## src/rrc_pkg.sv

```systemverilog
package rrc_pkg;

   typedef enum logic [5:0] {
      ST_IDLE = 6'b000001,
      ST_ADD  = 6'b000010,
      ST_LOAD = 6'b000100,
      ST_DIV  = 6'b001000,
      ST_FIN  = 6'b010000,
      ST_OUT  = 6'b100000
   } state_type;

   typedef struct packed {
      logic atom_load;
      logic accumulate;
      logic clear;
      logic div_load;
      logic div_step;
      logic out_load;
      logic out_last;
   } dp_cmd_type;

   typedef struct packed {
      logic key_mismatch;
      logic run_close;
   } dp_status_type;

endpackage

```

## src/rrc_if.sv

```systemverilog
interface rrc_atom_if #(
   parameter int KEY_WIDTH   = 32,
   parameter int COORD_WIDTH = 32
);
   logic                          valid;
   logic                          ready;
   logic        [KEY_WIDTH-1:0]   residue_key;
   logic signed [COORD_WIDTH-1:0] coord_x;
   logic signed [COORD_WIDTH-1:0] coord_y;
   logic signed [COORD_WIDTH-1:0] coord_z;
   logic                          last_atom;

   modport source (output valid, residue_key, coord_x, coord_y, coord_z, last_atom,
                   input ready);
   modport sink   (input valid, residue_key, coord_x, coord_y, coord_z, last_atom,
                   output ready);
endinterface

interface rrc_group_if #(
   parameter int KEY_WIDTH   = 32,
   parameter int COORD_WIDTH = 32,
   parameter int COUNT_WIDTH = 16
);
   logic                          valid;
   logic                          ready;
   logic        [KEY_WIDTH-1:0]   group_key;
   logic signed [COORD_WIDTH-1:0] centroid_x;
   logic signed [COORD_WIDTH-1:0] centroid_y;
   logic signed [COORD_WIDTH-1:0] centroid_z;
   logic        [COUNT_WIDTH-1:0] group_count;
   logic                          last_group;

   modport source (output valid, group_key, centroid_x, centroid_y, centroid_z,
                   group_count, last_group, input ready);
   modport sink   (input valid, group_key, centroid_x, centroid_y, centroid_z,
                   group_count, last_group, output ready);
endinterface

interface rrc_csr_if;
   logic valid;
   logic ready;
   logic summarize_enable;

   modport source (output valid, summarize_enable, input ready);
   modport sink   (input valid, summarize_enable, output ready);
endinterface

```

## src/residue_run_centroid.sv

```systemverilog
// channel     port        dir  contents
// atoms       req_atom    in   residue_key, coord_x, coord_y, coord_z, last_atom
// groups      rsp_group   out  group_key, centroid_x/y/z, group_count, last_group
// control     csr_cfg     in   summarize_enable
//
// an atom that does not close a run is accepted, then accumulated
// closing a run then loads the three restoring dividers, steps them (one quotient bit
// per cycle) and registers the group word, which may then wait on rsp_group
// one atom is handled at a time; req_atom is not ready while a group word waits
// reset is synchronous and returns to an empty run with summarizing enabled
module residue_run_centroid #(
   parameter int COORD_WIDTH = 32,
   parameter int COUNT_WIDTH = 16,
   parameter int KEY_WIDTH   = 32
) (
   input logic          clock,
   input logic          reset,
   rrc_atom_if.sink     req_atom,
   rrc_group_if.source  rsp_group,
   rrc_csr_if.sink      csr_cfg
);

   rrc_pkg::dp_cmd_type    cmd;
   rrc_pkg::dp_status_type status;

   rrc_ctrl #(
      .SUM_WIDTH (COORD_WIDTH + COUNT_WIDTH)
   ) u_ctrl (
      .clock      (clock),
      .reset      (reset),
      .req_valid  (req_atom.valid),
      .req_ready  (req_atom.ready),
      .rsp_valid  (rsp_group.valid),
      .rsp_ready  (rsp_group.ready),
      .csr_valid  (csr_cfg.valid),
      .csr_ready  (csr_cfg.ready),
      .csr_enable (csr_cfg.summarize_enable),
      .status     (status),
      .cmd        (cmd)
   );

   rrc_dp #(
      .KEY_WIDTH   (KEY_WIDTH),
      .COORD_WIDTH (COORD_WIDTH),
      .COUNT_WIDTH (COUNT_WIDTH)
   ) u_dp (
      .clock       (clock),
      .reset       (reset),
      .cmd         (cmd),
      .status      (status),
      .residue_key (req_atom.residue_key),
      .coord_x     (req_atom.coord_x),
      .coord_y     (req_atom.coord_y),
      .coord_z     (req_atom.coord_z),
      .last_atom   (req_atom.last_atom),
      .group_key   (rsp_group.group_key),
      .centroid_x  (rsp_group.centroid_x),
      .centroid_y  (rsp_group.centroid_y),
      .centroid_z  (rsp_group.centroid_z),
      .group_count (rsp_group.group_count),
      .last_group  (rsp_group.last_group)
   );

endmodule

```

## src/rrc_div.sv

```systemverilog
module rrc_div #(
   parameter int DIVIDEND_WIDTH = 48,
   parameter int DIVISOR_WIDTH  = 16,
   parameter int QUOT_WIDTH     = 32
) (
   input  logic                             clock,
   input  logic                             load,
   input  logic                             step,
   input  logic signed [DIVIDEND_WIDTH-1:0] dividend,
   input  logic        [DIVISOR_WIDTH-1:0]  divisor,
   output logic signed [QUOT_WIDTH-1:0]     quotient
);

   logic                      neg_ff, neg_in;
   logic [DIVIDEND_WIDTH-1:0] quo_ff, quo_in;
   logic [DIVISOR_WIDTH-1:0]  rem_ff, rem_in;
   logic [DIVISOR_WIDTH:0]    rem_sh;
   logic [DIVISOR_WIDTH+1:0]  diff;
   logic                      fits;
   logic [DIVIDEND_WIDTH-1:0] mag;

   // restoring division on the magnitude, one quotient bit per step
   always_comb begin
      rem_sh = {rem_ff, quo_ff[DIVIDEND_WIDTH-1]};
      diff   = {1'b0, rem_sh} - {2'b00, divisor};
      fits   = ~diff[DIVISOR_WIDTH+1];
      neg_in = neg_ff;
      quo_in = quo_ff;
      rem_in = rem_ff;
      if (load) begin
         neg_in = dividend[DIVIDEND_WIDTH-1];
         quo_in = dividend[DIVIDEND_WIDTH-1] ? (~dividend + 1'b1) : dividend;
         rem_in = '0;
      end else if (step) begin
         quo_in = {quo_ff[DIVIDEND_WIDTH-2:0], fits};
         rem_in = fits ? diff[DIVISOR_WIDTH-1:0] : rem_sh[DIVISOR_WIDTH-1:0];
      end
   end

   always_ff @(posedge clock) begin
      neg_ff <= neg_in;
      quo_ff <= quo_in;
      rem_ff <= rem_in;
   end

   assign mag      = neg_ff ? (~quo_ff + 1'b1) : quo_ff;
   assign quotient = mag[QUOT_WIDTH-1:0];

endmodule

```

## src/rrc_dp.sv

```systemverilog
module rrc_dp #(
   parameter int KEY_WIDTH   = 32,
   parameter int COORD_WIDTH = 32,
   parameter int COUNT_WIDTH = 16
) (
   input  logic                          clock,
   input  logic                          reset,
   input  rrc_pkg::dp_cmd_type           cmd,
   output rrc_pkg::dp_status_type        status,
   input  logic        [KEY_WIDTH-1:0]   residue_key,
   input  logic signed [COORD_WIDTH-1:0] coord_x,
   input  logic signed [COORD_WIDTH-1:0] coord_y,
   input  logic signed [COORD_WIDTH-1:0] coord_z,
   input  logic                          last_atom,
   output logic        [KEY_WIDTH-1:0]   group_key,
   output logic signed [COORD_WIDTH-1:0] centroid_x,
   output logic signed [COORD_WIDTH-1:0] centroid_y,
   output logic signed [COORD_WIDTH-1:0] centroid_z,
   output logic        [COUNT_WIDTH-1:0] group_count,
   output logic                          last_group
);

   localparam int SUM_WIDTH = COORD_WIDTH + COUNT_WIDTH;
   localparam logic [COUNT_WIDTH-1:0] NEAR_FULL = {{(COUNT_WIDTH-1){1'b1}}, 1'b0};

   logic        [KEY_WIDTH-1:0]   atom_key_ff, atom_key_in;
   logic signed [COORD_WIDTH-1:0] atom_coord_ff [3];
   logic signed [COORD_WIDTH-1:0] atom_coord_in [3];
   logic                          atom_last_ff, atom_last_in;

   logic        [KEY_WIDTH-1:0]   run_key_ff, run_key_in;
   logic        [COUNT_WIDTH-1:0] run_count_ff, run_count_in;
   logic signed [SUM_WIDTH-1:0]   sum_ff [3];
   logic signed [SUM_WIDTH-1:0]   sum_in [3];

   logic signed [COORD_WIDTH-1:0] quot [3];

   logic        [KEY_WIDTH-1:0]   key_out_ff, key_out_in;
   logic signed [COORD_WIDTH-1:0] cent_ff [3];
   logic signed [COORD_WIDTH-1:0] cent_in [3];
   logic        [COUNT_WIDTH-1:0] count_out_ff, count_out_in;
   logic                          last_out_ff, last_out_in;

   assign status.key_mismatch = (run_count_ff != '0) && (residue_key != run_key_ff);
   // the atom being added brings the run to the largest count, or is the last atom
   assign status.run_close    = (run_count_ff == NEAR_FULL) || atom_last_ff;

   always_comb begin
      atom_key_in  = atom_key_ff;
      atom_last_in = atom_last_ff;
      for (int i = 0; i < 3; i++) atom_coord_in[i] = atom_coord_ff[i];
      if (cmd.atom_load) begin
         atom_key_in      = residue_key;
         atom_coord_in[0] = coord_x;
         atom_coord_in[1] = coord_y;
         atom_coord_in[2] = coord_z;
         atom_last_in     = last_atom;
      end
   end

   always_comb begin
      run_key_in   = run_key_ff;
      run_count_in = run_count_ff;
      for (int i = 0; i < 3; i++) sum_in[i] = sum_ff[i];
      if (cmd.clear) begin
         run_key_in   = '0;
         run_count_in = '0;
         for (int i = 0; i < 3; i++) sum_in[i] = '0;
      end else if (cmd.accumulate) begin
         if (run_count_ff == '0) run_key_in = atom_key_ff;
         run_count_in = run_count_ff + 1'b1;
         for (int i = 0; i < 3; i++) begin
            sum_in[i] = sum_ff[i]
                      + {{COUNT_WIDTH{atom_coord_ff[i][COORD_WIDTH-1]}}, atom_coord_ff[i]};
         end
      end
   end

   always_ff @(posedge clock) begin
      if (reset) begin
         run_key_ff   <= '0;
         run_count_ff <= '0;
         for (int i = 0; i < 3; i++) sum_ff[i] <= '0;
      end else begin
         run_key_ff   <= run_key_in;
         run_count_ff <= run_count_in;
         for (int i = 0; i < 3; i++) sum_ff[i] <= sum_in[i];
      end
   end

   for (genvar g = 0; g < 3; g++) begin : g_lane
      rrc_div #(
         .DIVIDEND_WIDTH (SUM_WIDTH),
         .DIVISOR_WIDTH  (COUNT_WIDTH),
         .QUOT_WIDTH     (COORD_WIDTH)
      ) u_div (
         .clock    (clock),
         .load     (cmd.div_load),
         .step     (cmd.div_step),
         .dividend (sum_ff[g]),
         .divisor  (run_count_ff),
         .quotient (quot[g])
      );
   end

   always_comb begin
      key_out_in   = key_out_ff;
      count_out_in = count_out_ff;
      last_out_in  = last_out_ff;
      for (int i = 0; i < 3; i++) cent_in[i] = cent_ff[i];
      if (cmd.out_load) begin
         key_out_in   = run_key_ff;
         count_out_in = run_count_ff;
         last_out_in  = cmd.out_last & atom_last_ff;
         for (int i = 0; i < 3; i++) cent_in[i] = quot[i];
      end
   end

   always_ff @(posedge clock) begin
      atom_key_ff  <= atom_key_in;
      atom_last_ff <= atom_last_in;
      key_out_ff   <= key_out_in;
      count_out_ff <= count_out_in;
      last_out_ff  <= last_out_in;
      for (int i = 0; i < 3; i++) begin
         atom_coord_ff[i] <= atom_coord_in[i];
         cent_ff[i]       <= cent_in[i];
      end
   end

   assign group_key   = key_out_ff;
   assign centroid_x  = cent_ff[0];
   assign centroid_y  = cent_ff[1];
   assign centroid_z  = cent_ff[2];
   assign group_count = count_out_ff;
   assign last_group  = last_out_ff;

endmodule

```

## src/rrc_ctrl.sv

```systemverilog
module rrc_ctrl #(
   parameter int SUM_WIDTH = 48
) (
   input  logic                   clock,
   input  logic                   reset,
   input  logic                   req_valid,
   output logic                   req_ready,
   output logic                   rsp_valid,
   input  logic                   rsp_ready,
   input  logic                   csr_valid,
   output logic                   csr_ready,
   input  logic                   csr_enable,
   input  rrc_pkg::dp_status_type status,
   output rrc_pkg::dp_cmd_type    cmd
);

   localparam int STEP_WIDTH = $clog2(SUM_WIDTH + 1);
   localparam logic [STEP_WIDTH-1:0] LAST_STEP = STEP_WIDTH'(SUM_WIDTH - 1);

   rrc_pkg::state_type     state_ff, state_in;
   logic [STEP_WIDTH-1:0]  step_ff, step_in;
   logic                   enable_ff, enable_in;
   logic                   second_ff, second_in;

   assign csr_ready = 1'b1;
   assign enable_in = csr_valid ? csr_enable : enable_ff;

   always_comb begin
      state_in  = state_ff;
      step_in   = step_ff;
      second_in = second_ff;
      cmd       = '0;
      req_ready = 1'b0;
      rsp_valid = 1'b0;
      unique case (state_ff)
         rrc_pkg::ST_IDLE: begin
            req_ready = 1'b1;
            if (req_valid) begin
               if (!enable_ff) begin
                  cmd.clear = 1'b1;
               end else begin
                  cmd.atom_load = 1'b1;
                  // key change closes the open run before the atom is added
                  if (status.key_mismatch) begin
                     second_in = 1'b0;
                     state_in  = rrc_pkg::ST_LOAD;
                  end else begin
                     state_in  = rrc_pkg::ST_ADD;
                  end
               end
            end
         end
         rrc_pkg::ST_ADD: begin
            cmd.accumulate = 1'b1;
            if (status.run_close) begin
               second_in = 1'b1;
               state_in  = rrc_pkg::ST_LOAD;
            end else begin
               state_in  = rrc_pkg::ST_IDLE;
            end
         end
         rrc_pkg::ST_LOAD: begin
            cmd.div_load = 1'b1;
            step_in      = '0;
            state_in     = rrc_pkg::ST_DIV;
         end
         rrc_pkg::ST_DIV: begin
            cmd.div_step = 1'b1;
            step_in      = step_ff + 1'b1;
            if (step_ff == LAST_STEP) state_in = rrc_pkg::ST_FIN;
         end
         rrc_pkg::ST_FIN: begin
            cmd.out_load = 1'b1;
            cmd.out_last = second_ff;
            state_in     = rrc_pkg::ST_OUT;
         end
         rrc_pkg::ST_OUT: begin
            rsp_valid = 1'b1;
            if (rsp_ready) begin
               cmd.clear = 1'b1;
               state_in  = second_ff ? rrc_pkg::ST_IDLE : rrc_pkg::ST_ADD;
            end
         end
         default: begin
            state_in = rrc_pkg::ST_IDLE;
         end
      endcase
   end

   always_ff @(posedge clock) begin
      if (reset) begin
         state_ff  <= rrc_pkg::ST_IDLE;
         enable_ff <= 1'b1;
         second_ff <= 1'b0;
         step_ff   <= '0;
      end else begin
         state_ff  <= state_in;
         enable_ff <= enable_in;
         second_ff <= second_in;
         step_ff   <= step_in;
      end
   end

endmodule

```

## src/flat_wrapper.sv

```systemverilog
// flat-port wrapper written by rule: the top's interface ports become plain ports
module residue_run_centroid_flat 
#(
   parameter int COORD_WIDTH = 32,
   parameter int COUNT_WIDTH = 16,
   parameter int KEY_WIDTH   = 32
)
  (clock, reset, req_atom_valid, req_atom_residue_key, req_atom_coord_x, req_atom_coord_y, req_atom_coord_z, req_atom_last_atom, req_atom_ready, rsp_group_valid, rsp_group_group_key, rsp_group_centroid_x, rsp_group_centroid_y, rsp_group_centroid_z, rsp_group_group_count, rsp_group_last_group, rsp_group_ready, csr_cfg_valid, csr_cfg_summarize_enable, csr_cfg_ready);
  rrc_atom_if #(.KEY_WIDTH(KEY_WIDTH), .COORD_WIDTH(COORD_WIDTH)) req_atom_i ();
  rrc_group_if #(.KEY_WIDTH(KEY_WIDTH), .COORD_WIDTH(COORD_WIDTH), .COUNT_WIDTH(COUNT_WIDTH)) rsp_group_i ();
  rrc_csr_if csr_cfg_i ();
  input logic clock;
  input logic reset;
  input wire logic [$bits(req_atom_i.valid)-1:0] req_atom_valid;
  input wire logic [$bits(req_atom_i.residue_key)-1:0] req_atom_residue_key;
  input wire logic [$bits(req_atom_i.coord_x)-1:0] req_atom_coord_x;
  input wire logic [$bits(req_atom_i.coord_y)-1:0] req_atom_coord_y;
  input wire logic [$bits(req_atom_i.coord_z)-1:0] req_atom_coord_z;
  input wire logic [$bits(req_atom_i.last_atom)-1:0] req_atom_last_atom;
  output wire logic [$bits(req_atom_i.ready)-1:0] req_atom_ready;
  output wire logic [$bits(rsp_group_i.valid)-1:0] rsp_group_valid;
  output wire logic [$bits(rsp_group_i.group_key)-1:0] rsp_group_group_key;
  output wire logic [$bits(rsp_group_i.centroid_x)-1:0] rsp_group_centroid_x;
  output wire logic [$bits(rsp_group_i.centroid_y)-1:0] rsp_group_centroid_y;
  output wire logic [$bits(rsp_group_i.centroid_z)-1:0] rsp_group_centroid_z;
  output wire logic [$bits(rsp_group_i.group_count)-1:0] rsp_group_group_count;
  output wire logic [$bits(rsp_group_i.last_group)-1:0] rsp_group_last_group;
  input wire logic [$bits(rsp_group_i.ready)-1:0] rsp_group_ready;
  input wire logic [$bits(csr_cfg_i.valid)-1:0] csr_cfg_valid;
  input wire logic [$bits(csr_cfg_i.summarize_enable)-1:0] csr_cfg_summarize_enable;
  output wire logic [$bits(csr_cfg_i.ready)-1:0] csr_cfg_ready;
  assign req_atom_i.valid = req_atom_valid;
  assign req_atom_i.residue_key = req_atom_residue_key;
  assign req_atom_i.coord_x = req_atom_coord_x;
  assign req_atom_i.coord_y = req_atom_coord_y;
  assign req_atom_i.coord_z = req_atom_coord_z;
  assign req_atom_i.last_atom = req_atom_last_atom;
  assign req_atom_ready = req_atom_i.ready;
  assign rsp_group_valid = rsp_group_i.valid;
  assign rsp_group_group_key = rsp_group_i.group_key;
  assign rsp_group_centroid_x = rsp_group_i.centroid_x;
  assign rsp_group_centroid_y = rsp_group_i.centroid_y;
  assign rsp_group_centroid_z = rsp_group_i.centroid_z;
  assign rsp_group_group_count = rsp_group_i.group_count;
  assign rsp_group_last_group = rsp_group_i.last_group;
  assign rsp_group_i.ready = rsp_group_ready;
  assign csr_cfg_i.valid = csr_cfg_valid;
  assign csr_cfg_i.summarize_enable = csr_cfg_summarize_enable;
  assign csr_cfg_ready = csr_cfg_i.ready;
  residue_run_centroid #(.COORD_WIDTH(COORD_WIDTH), .COUNT_WIDTH(COUNT_WIDTH), .KEY_WIDTH(KEY_WIDTH)) u_core (.clock(clock), .reset(reset), .req_atom(req_atom_i), .rsp_group(rsp_group_i), .csr_cfg(csr_cfg_i));
endmodule
```

## config.mk

```make
export PLATFORM = sky130hd
export DESIGN_NAME = residue_run_centroid_flat
export DESIGN_NICKNAME = d
export VERILOG_FILES = /design/src/rrc_pkg.sv /design/src/rrc_if.sv /design/src/residue_run_centroid.sv /design/src/rrc_div.sv /design/src/rrc_dp.sv /design/src/rrc_ctrl.sv /design/src/flat_wrapper.sv
export SDC_FILE = /design/constraint.sdc
export NUM_CORES = 2
export LEC_CHECK = 0
export BUFFER_PORTS_ARGS = -buffer_cell sky130_fd_sc_hd__buf_2
export CORE_UTILIZATION = 50
export DETAILED_ROUTE_END_ITERATION = 10
export PLACE_DENSITY = 0.68
export SLEW_MARGIN = 15
export SYNTH_ARGS = -nofsm -noshare
export SYNTH_HDL_FRONTEND = slang
export SYNTH_HIERARCHICAL = 1
export SYNTH_SLANG_ARGS = --single-unit
```

## constraint.sdc

```tcl
create_clock -name clock -period 9.6 [get_ports clock]
set_input_delay 0.96 -clock clock [delete_from_list [all_inputs] [get_ports clock]]
set_output_delay 0.96 -clock clock [all_outputs]
set_load 0.005 [all_outputs]
```

* Yosys cells after proc, flatten, opt, wreduce, memory -nomap -nowiden *
Memory sizes are Yosys's and may differ from the RTL's.
Cells that the tools add are included.

storage, ports and cells
  register bits = 339
  memories = 3
  memory bits (writable) = 336
  input port bits = 135

memory list
  name                       words  bits a word  read ports  clocked after Yosys merged registers in  wr ports  RTL line      RTL
  u_core.u_dp.sum_ff         3      48           3           0                                        3         rrc_dp.sv:33  logic signed [SUM_WIDTH-1:0] sum_ff [3];
  u_core.u_dp.atom_coord_ff  3      32           3           0                                        3         rrc_dp.sv:27  logic signed [COORD_WIDTH-1:0] atom_coord_ff [3];
  u_core.u_dp.cent_ff        3      32           3           0                                        3         rrc_dp.sv:39  logic signed [COORD_WIDTH-1:0] cent_ff [3];

operators by class
  equality and inequality tests = 15
  add/subtract/negate cells = 14
  bitwise logic cells = 13
  reductions and logical operators = 11
  mux-type cells = 52

operators by type and width
  operator                                                          count
  48-bit 2-to-1 mux                                                 12
  144-bit 2-to-1 mux                                                2
  96-bit 2-to-1 mux                                                 2
  48-bit by 1-bit adder with 48-bit output (second input constant)  3
  48-bit adder                                                      3
  48-bit NOT                                                        3
  32-bit by 1-bit adder with 32-bit output (second input constant)  3
  32-bit 2-to-1 mux                                                 3
  32-bit NOT                                                        3
  17-bit by 16-bit subtractor with 18-bit output                    3
  16-bit 2-to-1 mux                                                 3
  6-bit one-hot mux with 6 select lines                             1
  32-bit inequality test                                            1
  6-bit 2-to-1 mux                                                  4
  1-bit 2-to-1 mux                                                  18
  16-bit by 1-bit adder with 16-bit output (second input constant)  1
  16-bit == test (second input constant)                            1
  16-bit logical NOT                                                1
  16-bit nonzero test                                               1
  6-bit == test (second input constant)                             2
  6-bit one-hot mux with 2 select lines                             1
  2-bit inequality test (second input constant)                     4
  6-bit by 1-bit adder with 6-bit output (second input constant)    1
  6-bit by 1-bit == test with 1-bit output (second input constant)  1
  other kinds (18)                                                  28

* Logic depth before layout (Yosys ltp) *
  word-level depth = 6
  depth in mapped cells = 12
  mapped depth without buffers = 12

* By module *
Netlist, hierarchy kept.

modules (own cells, without submodules)
  module                                 area an instance (um^2)  instances  seq. area each (um^2)  cells an instance
  rrc_dp                                 23049.6                  1          12071.6                2117
  rrc_div (u_core.u_dp.g_lane[1].u_div)  5141.2                   1          1791.7                 587
  rrc_div (u_core.u_dp.g_lane[2].u_div)  5122.4                   1          1791.7                 580
  rrc_div (u_core.u_dp.g_lane[0].u_div)  5094.9                   1          1791.7                 597
  rrc_ctrl                               814.5                    1          280.3                  101

* Worst setup path before layout *
Ideal clock, no wire load.

  path kind = input -> register
  start point = input port req_atom_valid
  end point = memory u_core.u_dp.atom_coord_ff[0][0] (enable)
  buffers on the path = 0
  setup slack = 2.576 ns
  data arrival time = 6.404 ns
  cell stages on the path = 2
  required time = 8.980 ns
  library setup time = 0.620 ns
  cell sequence = nand2_1 > nor2_1

RTL lines
  element          RTL line            RTL
  start, declared  flat_wrapper.sv:14  input wire logic [$bits(req_atom_i.valid)-1:0] req_atom_valid;
  end, declared    rrc_dp.sv:27

==> flow_summary.yaml <==
synthesis:
  yosys-top-cells-area: "edfxtp_1 (32%), dfxtp_1 (13%), ha_1 (6.3%)"
  synth_edf_count: 421
  synth_cells: 3982
  synth-seq-cells: 675
  synth-async-reset-ratio_pct: 0
  synth_area_leader_cell: "edfxtp_1"
  yosys-top-cells-count: "nor2_1 (430), edfxtp_1 (421), a21oi_1 (358), nand2_1 (286), dfxtp_1 (254)"
  synthFlopType: "edfxtp_1"
  mappedNetlistArea_um2: 39200
  synth_top_area_share_pct: 32.2
  synth_nets: 4322
  yosysWarnings: 6
  synth.most_common_cell: "nor2_1"
  ys_seq_area_share_pct: 45.2
  synth_cell_type_count: 112
  syn_area_per_cell_um2: 9.85
power_and_ir_drop:
  power_frac_clock_pct: 27.6
  combPwrFrac_pct: 36.3
  pwr-share-seq_pct: 36.1
  intPower_mw: 6.73
  switching_power_mw: 4.04
  p_per_area_nw_per_um2: 245
  switching_share_pct: 37.5
  leakagePower_nw: 17.4
  peakVddDrop_v: 0.000161
floorplanning:
  fp-row-count: 102
  io-pin-count: 283
  core_um2: 77600
  die_w_um: 282
  start_util_pct: 50.5
  die_area_um2: 79600
  die_h_um: 282
layout:
  drive_gt1_share_pct: 12.0
  fin_util_pct: 56.7
  final_area_um2: 44000
  area_delta_synth_final_pct: 12.2
  finalNonFillerCells: 5298
  nFillCells: 6884
  final_nets: 4532
critical_path:
  slowest_delay_ps: 890
  critical-path-top-delay-family: "buffers and inverters"
  critical_path_class: "reg -> reg"
  crit_fanout: 125
  cp_data_arrival_time_ps: 4790
  cp_cell_sequence: "nor4_1 > nand2_1 > inv_8 > buf_4 > nor2_1 > inv_2"
  cp_slowest_cell: "inv_2"
  startpoint_type: "flip-flop"
  required_ps: 9840
  cp-end-kind: "flip-flop"
  path_buf_inv: 3
clock_tree:
  post-cts-setup-buffer-count: 0
  root_buffer: "clkbuf_16"
  tritoncts: "yes"
  holdBufCountCts: 0
  cts_resized: 0
  clk_latency_ps: 650
  cts.sinks: 675
  path_clk_slew_ps: 60
  htreeDepth: 3
  clk_path_buf_depth: 3
  numCtsBuffers: 78
timing:
  fin_crit_ps: 4550
  fin_crit_sh_pct: 47.4
  setup_slack_ps: 5050
  grt_setup_unrepaired: "false"
  timing.final.hold_violations: 0
  skew_ps: 28.2
  worstMarginPinSlew_ps: 1130
  max_freq_ghz: 0.220
  setup_viol: 0
  max_slew_margin_pct: 24.4
  slew_violations: 0
  tns_ps: 0
routing:
  drt_pass1_iterations: 5
  drt_wl_total_um: 99300
  drt-initial-drc-count: 2323
  dr_wl_met2_um: 44000
  wl_per_cell_um: 18.7
  ant_nets: 0
  wl_met3_um: 5820
  vias_per_cell: 5.79
  wl_met1_um: 46200
  post-route-drc-count: 0
  top_layer_used: "met5"
  num_vias: 30700
global_route:
  grt_pass1_vias: 28200
  grt_max_degree: 130
  antenna_found_initial: 5
  grt_util_all_layers_pct: 24.4
  grt_overflow: 0
  grt_pass1_wl_um: 155000
place:
  port_buffers: 281
  gp_congestion: 0.918
  post-place-ws_ps: 5100
  place_area_um2: 41400
  placedCellCount: 5152
  dp_hpwl_um: 70700
job:
  max_cap_violations: 0
worst_hold_path:
  hold_class: "reg -> reg"
run_status:
  outcome: "finished, final reports clean"
==> cells by family (layout without fill, tap and decap cells) <==
logic type	Yosys count	count (layout)	share of synthesized area [%]
muxes	122	122	3.13
AOI/OAI and AO/OA	1107	1107	18.4
and+or+nand+nor	1146	1146	14.1
DFF	675	675	45.2
xor gates and xnor gates	423	423	9.45
other	1	2	0.00956
adders and majority gates	205	205	6.65
buffers and inverters	303	578	3.06
==> worst paths after layout <==
| kind | startpoint | to | slack [ps] | cells past startpoint |
|---|---|---|---|---|
| setup / recovery | u_core/u_ctrl/state_ff[0]$_SDFFE_PP1P_ | u_core/u_dp/g_lane[2].u_div/quo_ff[33]$_DFFE_PP_ | 5050 | 6 |
| hold / removal | u_core/u_dp/g_lane[0].u_div/rem_ff[15]$_SDFFE_PP0P_ | u_core/u_dp/g_lane[0].u_div/rem_ff[15]$_SDFFE_PP0P_ | 470 | 2 |
| setup reg to reg | u_core/u_ctrl/state_ff[0]$_SDFFE_PP1P_ | u_core/u_dp/g_lane[2].u_div/quo_ff[33]$_DFFE_PP_ | 5050 | 6 |
| hold reg to reg | u_core/u_dp/g_lane[0].u_div/rem_ff[15]$_SDFFE_PP0P_ | u_core/u_dp/g_lane[0].u_div/rem_ff[15]$_SDFFE_PP0P_ | 470 | 2 |
==> power groups by stage <==
stage               Clock [mW]  Sequential (mW)  Combinational (mW)
floorplan                    0             3.83                2.99
CTS                       3.04             3.88                3.87
global route              3.15             3.93                4.32
detailed placement           0             3.94                3.83
global placement             0             3.94                3.80
finish                    2.97             3.89                3.90
==> flip-flops by register name (all words and copies together), names as in the netlist <==
signal / count
u_core/u_dp/sum_ff: 144
u_core/u_dp/group_key: 32
u_core/u_dp/g_lane.u_div/neg_ff: 3
u_core/u_dp/atom_key_ff: 32
u_core/u_dp/cent_ff: 96
u_core/u_dp/group_count: 16
u_core/u_dp/run_count_ff: 16
u_core/u_dp/atom_coord_ff: 96
u_core/u_dp/g_lane.u_div/rem_ff: 48
u_core/u_dp/run_key_ff: 32
u_core/u_dp/g_lane.u_div/quo_ff: 144
u_core/u_ctrl/state_ff: 6
u_core/u_dp/atom_last_ff: 1
u_core/u_ctrl/second_ff: 1
u_core/u_dp/last_group: 1
u_core/u_ctrl/step_ff: 6
u_core/u_ctrl/enable_ff: 1
==> through the flow <==
step	hold WS [ps]	power, mW
floorplan	440	6.82
global placement	455	7.73
detailed placement	465	7.78
CTS	464	10.8
global route	468	11.4
finish	473	10.8
==> routing by layer <==
metal  GRT usage [%]  vias to the layer above
li1                -                    15100
met1            35.0                    14600
met2            37.3                      837
met3            3.84                      169
met4            8.44                        2
met5               0                        -
==> worst min-delay path, cell delays in order (launching register included) <==
cell	delay, ps
dfxtp_1	310
inv_1	50
a221oi_1	60
==> cells in the final DEF, fill, tap and decap left out, types with 61 or more instances in the layout <==
cell type / netlist / routed
clkbuf_16: 0 / 79
nor2_1: 430 / 428
ha_1: 199 / 199
inv_1: 131 / 127
a21o_1: 125 / 125
xnor2_1: 220 / 220
o21ai_0: 220 / 220
dfxtp_1: 254 / 254
buf_2: 5 / 281
mux2i_1: 118 / 118
nand4_1: 69 / 69
o31ai_1: 71 / 71
a21oi_1: 358 / 358
xor2_1: 203 / 203
nand3_1: 61 / 61
nand2_1: 286 / 285
edfxtp_1: 421 / 421
==> cell type report <==
class | instances | area (um2) | share of cell area [%]
Timing Repair Buffer | 300 | 1560 | 3.55
Inverter | 133 | 507 | 1.15
Clock buffer | 99 | 2120 | 4.82
Tap cell | 1040 | 1300 | 2.96
Antenna cell | 1 | 2.50 | 0.00569
Clock inverter | 46 | 464 | 1.05
Multi-Input combinational cell | 3004 | 20300 | 46.2
Sequential cell | 675 | 17700 | 40.3
Note: power is estimated with default switching activity, not from simulation.
